[src/rtl/core/kht_pkg.sv]
// ----------------------------------------------------------------------------
// kht_pkg
// Types, sizes, action codes and controller/datapath links for the tracker.
// ----------------------------------------------------------------------------
package kht_pkg;

    localparam int KEY_COUNT = 256;
    localparam int TIME_BITS = 32;

    localparam int KEY_W       = 8;
    localparam int DELTA_W     = 16;
    localparam int THR_W       = 32;
    localparam int OUT_TIME_W  = 32;
    localparam int OUT_COUNT_W = 9;
    localparam int ACTION_W    = 3;

    localparam int AW     = $clog2(KEY_COUNT);
    localparam int CNT_W  = $clog2(KEY_COUNT + 1);
    localparam int KCMP_W = (AW + 1 > KEY_W) ? AW + 1 : KEY_W;
    localparam int SUM_W  = ((TIME_BITS > DELTA_W) ? TIME_BITS : DELTA_W) + 1;
    localparam int WIDE_W = (TIME_BITS > OUT_TIME_W) ? TIME_BITS : OUT_TIME_W;
    // Table entry: down flag, held time, released time.
    localparam int WORD_W = 2 * TIME_BITS + 1;

    typedef logic [TIME_BITS-1:0]   t_time;
    typedef logic [SUM_W-1:0]       t_sum;
    typedef logic [WIDE_W-1:0]      t_wide;
    typedef logic [OUT_TIME_W-1:0]  t_out_time;
    typedef logic [AW-1:0]          t_addr;
    typedef logic [CNT_W-1:0]       t_cnt;
    typedef logic [KCMP_W-1:0]      t_kcmp;
    typedef logic [WORD_W-1:0]      t_word;
    typedef logic [OUT_COUNT_W-1:0] t_out_cnt;

    localparam t_time     TIME_MAX     = '1;
    localparam t_out_time OUT_TIME_MAX = '1;
    localparam t_addr     ADDR_LAST    = t_addr'(KEY_COUNT - 1);

    typedef enum logic [ACTION_W-1:0] {
        ACT_PRESS   = 3'd0,
        ACT_RELEASE = 3'd1,
        ACT_TICK    = 3'd2,
        ACT_REL_ALL = 3'd3,
        ACT_QUERY   = 3'd4
    } t_action;

    typedef enum logic [2:0] {
        S_CLEAR,
        S_IDLE,
        S_EXEC,
        S_SWEEP,
        S_DRAIN,
        S_RESULT
    } t_state;

    typedef struct packed {
        logic clear;
        logic load;
        logic apply;
        logic sweep_rd;
        logic result;
    } t_dp_cmd;

    typedef struct packed {
        logic is_sweep;
        logic sweep_last;
    } t_dp_status;

endpackage

[src/rtl/core/kht_ctrl.sv]
// ----------------------------------------------------------------------------
// kht_ctrl
// Sequencer: clear the table, accept, apply or sweep the table, report.
// ----------------------------------------------------------------------------
module kht_ctrl (
    input  logic                i_clk,
    input  logic                i_rst_n,
    input  logic                i_start,
    input  kht_pkg::t_dp_status i_status,
    output kht_pkg::t_dp_cmd    o_cmd,
    output logic                o_busy,
    output logic                o_cfg_ready
);

    kht_pkg::t_state r_state;
    kht_pkg::t_state n_state;

    always_ff @(posedge i_clk) begin
        if (!i_rst_n) begin
            r_state <= kht_pkg::S_CLEAR;
        end else begin
            r_state <= n_state;
        end
    end

    always_comb begin
        n_state = r_state;
        o_cmd   = '0;
        unique case (r_state)
            kht_pkg::S_CLEAR: begin
                o_cmd.clear = 1'b1;
                if (i_status.sweep_last) begin
                    n_state = kht_pkg::S_IDLE;
                end
            end
            kht_pkg::S_IDLE: begin
                if (i_start) begin
                    o_cmd.load = 1'b1;
                    n_state    = kht_pkg::S_EXEC;
                end
            end
            kht_pkg::S_EXEC: begin
                if (i_status.is_sweep) begin
                    n_state = kht_pkg::S_SWEEP;
                end else begin
                    o_cmd.apply = 1'b1;
                    n_state     = kht_pkg::S_RESULT;
                end
            end
            kht_pkg::S_SWEEP: begin
                o_cmd.sweep_rd = 1'b1;
                if (i_status.sweep_last) begin
                    n_state = kht_pkg::S_DRAIN;
                end
            end
            kht_pkg::S_DRAIN: begin
                n_state = kht_pkg::S_RESULT;
            end
            kht_pkg::S_RESULT: begin
                o_cmd.result = 1'b1;
                n_state      = kht_pkg::S_IDLE;
            end
            default: begin
                n_state = kht_pkg::S_IDLE;
            end
        endcase
    end

    assign o_busy      = (r_state != kht_pkg::S_IDLE);
    assign o_cfg_ready = (r_state == kht_pkg::S_IDLE);

endmodule

[config.mk]
export PLATFORM = sky130hd
export DESIGN_NAME = kht_ctrl
export DESIGN_NICKNAME = d
export VERILOG_FILES = /design/src/rtl/core/kht_pkg.sv /design/src/rtl/core/kht_ctrl.sv
export SDC_FILE = /design/constraint.sdc
export NUM_CORES = 1
export LEC_CHECK = 0
export BUFFER_PORTS_ARGS = -buffer_cell sky130_fd_sc_hd__buf_2
export CAP_MARGIN = 5
export CORE_AREA = 2 2 39 41
export DETAILED_ROUTE_END_ITERATION = 10
export DIE_AREA = 0 0 41 43
export PLACE_DENSITY = 0.43
export SLEW_MARGIN = 5
export SYNTH_ARGS = -nofsm -noshare
export SYNTH_HDL_FRONTEND = slang
export SYNTH_SLANG_ARGS = --single-unit
export TNS_END_PERCENT = 1
[constraint.sdc]
create_clock -name i_clk -period 1.5 [get_ports i_clk]
set_input_delay 0.15 -clock i_clk [delete_from_list [all_inputs] [get_ports i_clk]]
set_output_delay 0.15 -clock i_clk [all_outputs]
set_load 0.01 [all_outputs]
==> results.sh, run 1 <==
export IMPL_status="complete, no violations"
export IMPL_ir_worst_vdd_v=0.000272
export IMPL_cts_buffer_depth=2
export IMPL_syn_avg_cell_area_sq_um=8.38
export IMPL_final_cells=52
export IMPL_nets=42
export IMPL_cts_tree="done"
export IMPL_dp_cells=48
export IMPL_hold_path_startpoint="i_rst_n"
export IMPL_drive_gt1_share_pct=47.2
export IMPL_grt_pass1_vias=191
export IMPL_wl_per_cell_um=9.42
export IMPL_numCtsBuffers=3
export IMPL_grt_max_degree=11
export IMPL_fin_total_pwr_w=0.000310
export IMPL_yosysUniqueCellTypes=17
export IMPL_synth_yosys_seq_area_share_pct=31.2
export IMPL_synthesis_nets=28
export IMPL_cts_htree_levels=1
export IMPL_ys_ff_latch=3
export IMPL_min_to="r_state[2]$_SDFFE_PN0P_"
export IMPL_holdPathStages=2
export IMPL_drtPass1Iterations=1
export IMPL_skew_ps=0.412
export IMPL_max_freq_ghz=0.735
export IMPL_synth_edf_count=0
export IMPL_yosysWarnings=0
export IMPL_hold_viol_final=0
export IMPL_largest_register_ffs=3
export IMPL_num_rows=14
export IMPL_synth_cells=23
export IMPL_root_buffer="clkbuf_4"
export IMPL_wl_um=490
export IMPL_synth_common_cells="dfxtp_1 (3), nor3b_1 (3), and3b_1 (2), buf_2 (2)"
export IMPL_synthToLayoutAreaGrowth_pct=50.6
export IMPL_clock_sinks=3
export IMPL_path_cells="nor4b_2, buf_2"
export IMPL_rr_endpoint="r_state[2]$_SDFFE_PN0P_"
export IMPL_vias=212
export IMPL_p_leak_nw=0.138
export IMPL_rsz0062_at_grt="no"
export IMPL_dieHeight_um=43
export IMPL_slew_violations=0
export IMPL_path_clk_slew_ps=40
export IMPL_top_register="r_state"
export IMPL_antenna_found_initial=0
export IMPL_core_area_sq_um=1380
export IMPL_start_kind="register"
export IMPL_synth_async_reset_ratio_pct=0
export IMPL_postCtsSetupBuffers=0
export IMPL_tns_ps=0
export IMPL_clk_latency_ps=230
export IMPL_cp_end_kind="output port"
export IMPL_setup_violations=0
export IMPL_p_per_area_nw_per_um2=1070
export IMPL_top_regs="r_state: 3 flops"
export IMPL_critPathKind="register to output port"
export IMPL_crit_required_ps=1350
export IMPL_drv_cap=0
export IMPL_fin_crit_sh_pct=90.8
export IMPL_stdcell_area_sq_um=290
export IMPL_drt_iter0_markers=0
export IMPL_gr_total_overflow=0
export IMPL_hp_class="input pin to register"
export IMPL_tightest_slew_ps=298
export IMPL_initial_core_util_pct=13.9
export IMPL_worstReg2RegStart="r_state[2]$_SDFFE_PN0P_"
export IMPL_netlist_area_sq_um=193
export IMPL_ys_flop_type="dfxtp_1"
export IMPL_cp_data_arrival_time_ps=1210
export IMPL_viasPerCell=4.08
export IMPL_r2r_cells=3
export IMPL_crit_path_max_incr_delay_ps=480
export IMPL_diodes=0
export IMPL_cp_slowest_cell="dfxtp_1"
export IMPL_io_buffer_count=11
export IMPL_r2r_slack_ps=350
export IMPL_synth_top_area_share_pct=31.2
export IMPL_synthTopCellsByArea="dfxtp_1 (31%), nor3b_1 (12%), and3b_1 (9.1%)"
export IMPL_gp_congestion=0.647
export IMPL_grt_pass1_wl_um=800
export IMPL_drc=0
export IMPL_grt_use_total_pct=7.01
export IMPL_synth_top_cell_by_area="dfxtp_1"
export IMPL_ioPinCount=12
export IMPL_fin_crit_ps=1360
export IMPL_max_slew_margin_pct=80.1
export IMPL_dp_final_hpwl_um=355
export IMPL_crit_fanout=10
export IMPL_dpl_cell_area_sq_um=258
export IMPL_chipWidth_um=41
export IMPL_die_area_sq_um=1760
export IMPL_antenna_left=0
-- area by class of cell --
type,instances,area (sq um)
Fill cell,160,1090
Inverter,1,3.75
Tap cell,16,20.0
Clock buffer,4,26.3
Sequential cell,3,61.3
Timing Repair Buffer,11,55.1
Multi-Input combinational cell,17,124
-- worst max-delay path: cells and delay by family (launching register included) --
| family | cells | cell delay (ps) |
|---|---|---|
| buf+inv | 1 | 190 |
| flops | 1 | 480 |
| simple gates | 1 | 310 |
-- layout by cell type, fill, tap and decap left out, types with 2 or more instances in the layout --
master    instances
clkbuf_4          3
dfxtp_1           2
nor3b_1           2
buf_2            11
and3b_1           2
-- repair_timing --
action	in CTS	in global routing
endpoints found under the setup margin	0	2
resized for setup	0	2
hold buffers	0	0
-- routing by layer --
metal  wire [um]  global-route usage, %
met1         235                   9.27
met2         161                   7.19
met3          74                   3.14
met4          17                   8.00
met5           0                      0
-- how the worst max path moves through the flow --
stage | slack [ps] | cells past startpoint | to | startpoint
after CTS | 30 | 3 | o_cmd[3] | r_state[0]$_SDFFE_PN0P_
after floorplan | 240 | 3 | o_cmd[3] | r_state[0]$_SDFFE_PN0P_
after global placement | 310 | 3 | o_cmd[3] | r_state[0]$_SDFFE_PN0P_
after global routing | 60 | 2 | o_cmd[2] | r_state[1]$_SDFFE_PN0P_
final | 140 | 2 | o_cmd[2] | r_state[1]$_SDFFE_PN0P_
after detailed placement | 280 | 3 | o_cmd[3] | r_state[0]$_SDFFE_PN0P_
-- power breakdown --
part	total [W]	switching [W]	internal, W
sequential	0.000104	0.0000162	0.0000883
combinational	0.0000626	0.0000292	0.0000334
clock	0.000143	0.0000436	0.0000998
total	0.000310	0.0000889	0.000221
-- stage by stage --
step | setup slack, ps | utilization [%] | hold slack, ps
finish | 139 | 21.0 | 162
global placement | 311 | 18.6 | 412
floorplan | 241 | - | 278
global route | 59.6 | 21.0 | 164
CTS | 25.8 | 20.5 | 155
detailed placement | 282 | 18.6 | 401
-- cell families after synthesis --
kind of cell	synth area share, %
DFF	31.2
AOI/OAI and AO/OA	16.9
buffers and inverters	7.14
and+or+nand+nor	44.8
No activity file was read; power rests on OpenSTA's default activity.
==> run 2: changes to the inputs <==
==> constraint.sdc (replaced) <==
create_clock -name i_clk -period 1.5 [get_ports i_clk]
set_input_delay 0.225 -clock i_clk [delete_from_list [all_inputs] [get_ports i_clk]]
set_output_delay 0.225 -clock i_clk [all_outputs]
set_load 0.01 [all_outputs]
==> run 2 against run 1 <==
- global-route usage stayed put
- total power rose by 0.11%
- cell count did not move
- critical path type unchanged
- combinational power is essentially flat
==> results.sh, run 2 (same netlist as run 1, synthesis figures left out) <==
export IMPL_largest_register_ffs=3
export IMPL_gp_congestion=0.647
export IMPL_fin_total_pwr_w=0.000311
export IMPL_final_cell_mix="buf_2 (11), clkbuf_4 (3), and3b_1 (2), nor3b_1 (2), dfxtp_2 (2)"
export IMPL_io_buffer_count=11
export IMPL_fin_crit_sh_pct=90.5
export IMPL_cts_tree="done"
export IMPL_tns_ps=0
export IMPL_crit_path_max_incr_delay_ps=400
export IMPL_p_per_area_nw_per_um2=1070
export IMPL_num_rows=14
export IMPL_setup_ws_ps=142
export IMPL_numCtsBuffers=3
export IMPL_max_freq_ghz=0.737
export IMPL_drv_cap=0
export IMPL_cp_slowest_cell="dfxtp_2"
export IMPL_initial_core_util_pct=13.9
export IMPL_top_regs="r_state: 3 flops"
export IMPL_ir_worst_vdd_v=0.000272
export IMPL_whs_ps=237
export IMPL_dp_worst_setup_slack_ps=207
export IMPL_cp_end_kind="output port"
export IMPL_grt_pass1_wl_um=800
export IMPL_path_clk_slew_ps=40
export IMPL_dp_final_hpwl_um=355
export IMPL_cts_buffer_depth=2
export IMPL_mostFrequentLayoutCell="buf_2"
export IMPL_crit_fanout=10
export IMPL_die_area_sq_um=1760
export IMPL_clk_latency_ps=230
export IMPL_p_leak_nw=0.139
export IMPL_vias=212
export IMPL_path_cells="nor3b_2, and2_1, buf_2"
export IMPL_drive_gt1_share_pct=50.0
export IMPL_postCtsSetupBuffers=0
export IMPL_slew_violations=0
export IMPL_root_buffer="clkbuf_4"
export IMPL_nets=42
export IMPL_cts_htree_levels=1
export IMPL_cp_data_arrival_time_ps=1130
export IMPL_crit_required_ps=1270
export IMPL_grt_pass1_vias=191
export IMPL_wl_um=489
export IMPL_drc=0
export IMPL_drtPass1Iterations=1
export IMPL_wl_per_cell_um=9.40
export IMPL_clock_sinks=3
export IMPL_fin_crit_ps=1360
export IMPL_max_slew_margin_pct=82.5
export IMPL_antenna_found_initial=0
export IMPL_tightest_slew_ps=261
export IMPL_ioPinCount=12
export IMPL_status="complete, no violations"
export IMPL_ctsResizeCount=1
export IMPL_synthToLayoutAreaGrowth_pct=51.3
export IMPL_holdBufCountCts=0
export IMPL_core_area_sq_um=1380
export IMPL_drt_iter0_markers=0
export IMPL_grt_use_total_pct=7.01
export IMPL_rsz0062_at_grt="no"
export IMPL_top_register="r_state"
export IMPL_chipWidth_um=41
export IMPL_grt_max_degree=11
export IMPL_gr_total_overflow=0
export IMPL_critPathKind="register to output port"
export IMPL_dieHeight_um=43
export IMPL_start_kind="register"
export IMPL_antenna_left=0
export IMPL_diodes=0
export IMPL_skew_ps=0.483
export IMPL_hold_viol_final=0
export IMPL_setup_violations=0
export IMPL_hp_class="input pin to register"
export IMPL_viasPerCell=4.08
run 2: where the power goes:
part,switching (W),total [W],internal [W]
clock network,0.0000433,0.000143,0.0000998
registers,0.0000162,0.000105,0.0000889
logic,0.0000292,0.0000626,0.0000334
total,0.0000886,0.000311,0.000222
run 2: final cells by class:
cell class              instances  area [sq um]
multi-input cells              17           124
repair buffers                 11          55.1
well taps                      16          20.0
inverters                       1          3.75
clock buffers                   4          26.3
flip-flops and latches          3          62.6
fillers                       159          1090
run 2: worst paths after layout:
kind / from / to / slack [ps] / cells after the start
setup / recovery: r_state[0]$_SDFFE_PN0P_ / o_cmd[3] / 140 / 3
hold / removal: i_rst_n / r_state[2]$_SDFFE_PN0P_ / 240 / 2
setup reg to reg: r_state[2]$_SDFFE_PN0P_ / r_state[2]$_SDFFE_PN0P_ / 350 / 3
hold reg to reg: r_state[1]$_SDFFE_PN0P_ / r_state[0]$_SDFFE_PN0P_ / 630 / 2
run 2: metrics by stage:
step                      util (%)  cell area [sq um]  instances
after global routing          21.1                292         52
after CTS                     20.9                289         52
after global placement        18.6                258         48
after floorplan                  -                193         23
after detailed placement      18.6                258         48
final                         21.1                292         52
run 2: critical path: cells and delay by family, from the launching register on:
kind | cells | cell delay, ps
and+or+nand+nor | 2 | 370
DFF | 1 | 400
buffers and inverters | 1 | 120
run 2: routing by layer:
layer	share of wire, %	vias up	global-route usage (%)
li1	-	108	-
met1	48	88	9.27
met2	33	14	7.19
met3	15	2	3.14
met4	3.5	0	8.00
met5	0	-	0
==> run 3: changes to the inputs <==
Settings changed: HOLD_SLACK_MARGIN set to 0.02, RECOVER_POWER set to 100.
==> run 3 against run 2 <==
- clock skew did not move
- cell count did not move
- core utilization fell by 0.45 points
- first-iteration DRC count did not move
- die area did not move
- clock power barely moved
- clock-buffer cell count did not move
- worst setup slack barely moved
- maximum frequency barely moved
- critical path type unchanged
- critical endpoint unchanged
- largest cell class unchanged
- highest routed layer unchanged
==> results.sh, run 3 (same netlist as run 1, synthesis figures left out) <==
export IMPL_grt_max_degree=11
export IMPL_crit_fanout=10
export IMPL_gr_total_overflow=0
export IMPL_path_clk_slew_ps=40
export IMPL_fin_crit_sh_pct=90.5
export IMPL_gp_congestion=0.647
export IMPL_grt_use_total_pct=7.01
export IMPL_root_buffer="clkbuf_4"
export IMPL_numCtsBuffers=3
export IMPL_clock_sinks=3
export IMPL_drtPass1Iterations=1
export IMPL_status="complete, no violations"
export IMPL_tns_ps=0
export IMPL_stdcell_area_sq_um=285
export IMPL_cts_buffer_depth=2
export IMPL_final_cell_mix="clkbuf_1 (6), buf_2 (6), clkbuf_4 (3)"
export IMPL_max_slew_margin_pct=81.8
export IMPL_hp_class="input pin to register"
export IMPL_hold_viol_final=0
export IMPL_synthToLayoutAreaGrowth_pct=48.1
export IMPL_drc=0
export IMPL_dp_worst_setup_slack_ps=207
export IMPL_fin_crit_ps=1360
export IMPL_num_rows=14
export IMPL_fin_total_pwr_w=0.000308
export IMPL_top_regs="r_state: 3 flops"
export IMPL_vias=212
export IMPL_wl_per_cell_um=9.27
export IMPL_grt_pass1_vias=191
export IMPL_grt_pass1_wl_um=800
export IMPL_core_area_sq_um=1380
export IMPL_max_freq_ghz=0.737
export IMPL_rsz0062_at_grt="no"
export IMPL_postCtsSetupBuffers=0
export IMPL_nets=42
export IMPL_nFillCells=161
export IMPL_slew_violations=0
export IMPL_dpl_cell_area_sq_um=258
export IMPL_skew_ps=0.483
export IMPL_crit_required_ps=1270
export IMPL_clk_latency_ps=230
export IMPL_critPathKind="register to output port"
export IMPL_p_leak_nw=0.122
export IMPL_ir_worst_vdd_v=0.000265
export IMPL_antenna_found_initial=0
export IMPL_diodes=0
export IMPL_top_register="r_state"
export IMPL_largest_register_ffs=3
export IMPL_setup_ws_ps=143
export IMPL_cts_tree="done"
export IMPL_chipWidth_um=41
export IMPL_p_per_area_nw_per_um2=1080
export IMPL_dp_final_hpwl_um=355
export IMPL_cts_htree_levels=1
export IMPL_wl_um=482
export IMPL_drv_cap=0
export IMPL_viasPerCell=4.08
export IMPL_antenna_left=0
export IMPL_start_kind="register"
export IMPL_tightest_slew_ps=272
export IMPL_ioPinCount=12
export IMPL_setup_violations=0
export IMPL_cp_data_arrival_time_ps=1130
export IMPL_initial_core_util_pct=13.9
export IMPL_drive_gt1_share_pct=36.1
export IMPL_dieHeight_um=43
export IMPL_die_area_sq_um=1760
export IMPL_cp_end_kind="output port"
export IMPL_io_buffer_count=11
export IMPL_r2r_slack_ps=350
export IMPL_drt_iter0_markers=0
-- run 3: changes by cell type in the layout (fill, tap and decap cells not counted), sizes merged --
cell / previous run / this run
clkbuf: 4 / 9
buf: 11 / 6
-- run 3: cell type report --
type                            count  area [sq um]  share of cell area (%)
Clock buffer                        4          26.3                    9.21
Inverter                            1          3.75                    1.32
Multi-Input combinational cell     17           124                    43.4
Sequential cell                     3          62.6                    21.9
Tap cell                           16          20.0                    7.02
Timing Repair Buffer               11          48.8                    17.1
-- run 3: routing by layer --
metal / wire (um) / global-route usage (%) / vias to the layer above
li1: - / - / 108
met1: 232 / 9.27 / 88
met2: 160 / 7.19 / 14
met3: 72 / 3.14 / 2
met4: 17 / 8.00 / 0
met5: 0 / 0 / -
-- run 3: path summary, 6_finish.rpt --
path | start | end | depth (start not counted)
max | r_state[0]$_SDFFE_PN0P_ | o_cmd[3] | 3
min | i_rst_n | r_state[2]$_SDFFE_PN0P_ | 2
max reg2reg | r_state[2]$_SDFFE_PN0P_ | r_state[2]$_SDFFE_PN0P_ | 3
min reg2reg | r_state[1]$_SDFFE_PN0P_ | r_state[0]$_SDFFE_PN0P_ | 2
-- run 3: critical path: stages, from the launching register on --
cell     delay (ps)
dfxtp_2         400
nor3b_2         230
and2_1          140
buf_2           120
-- run 3: per-stage QoR --
| stage | std cells | utilization, % | hold WS (ps) |
|---|---|---|---|
| after floorplan | 23 | - | 353 |
| after global placement | 48 | 18.6 | 487 |
| after detailed placement | 48 | 18.6 | 476 |
| after CTS | 52 | 20.9 | 230 |
| after global routing | 52 | 20.6 | 239 |
| final | 52 | 20.6 | 237 |
-- run 3: power breakdown --
| part | switching (W) | internal, W | leakage [nW] |
|---|---|---|---|
| sequential | 0.0000160 | 0.0000889 | 0.0253 |
| combinational | 0.0000293 | 0.0000304 | 0.0813 |
| clock | 0.0000433 | 0.0000998 | 0.0150 |
| total | 0.0000886 | 0.000219 | 0.122 |
-- run 3: repair_timing --
| item | in CTS | in global routing |
|---|---|---|
| gates resized for setup | 1 | 2 |
| setup endpoints to repair | 1 | 3 |
| hold buffers | 0 | 0 |
| cloned | 0 | 0 |
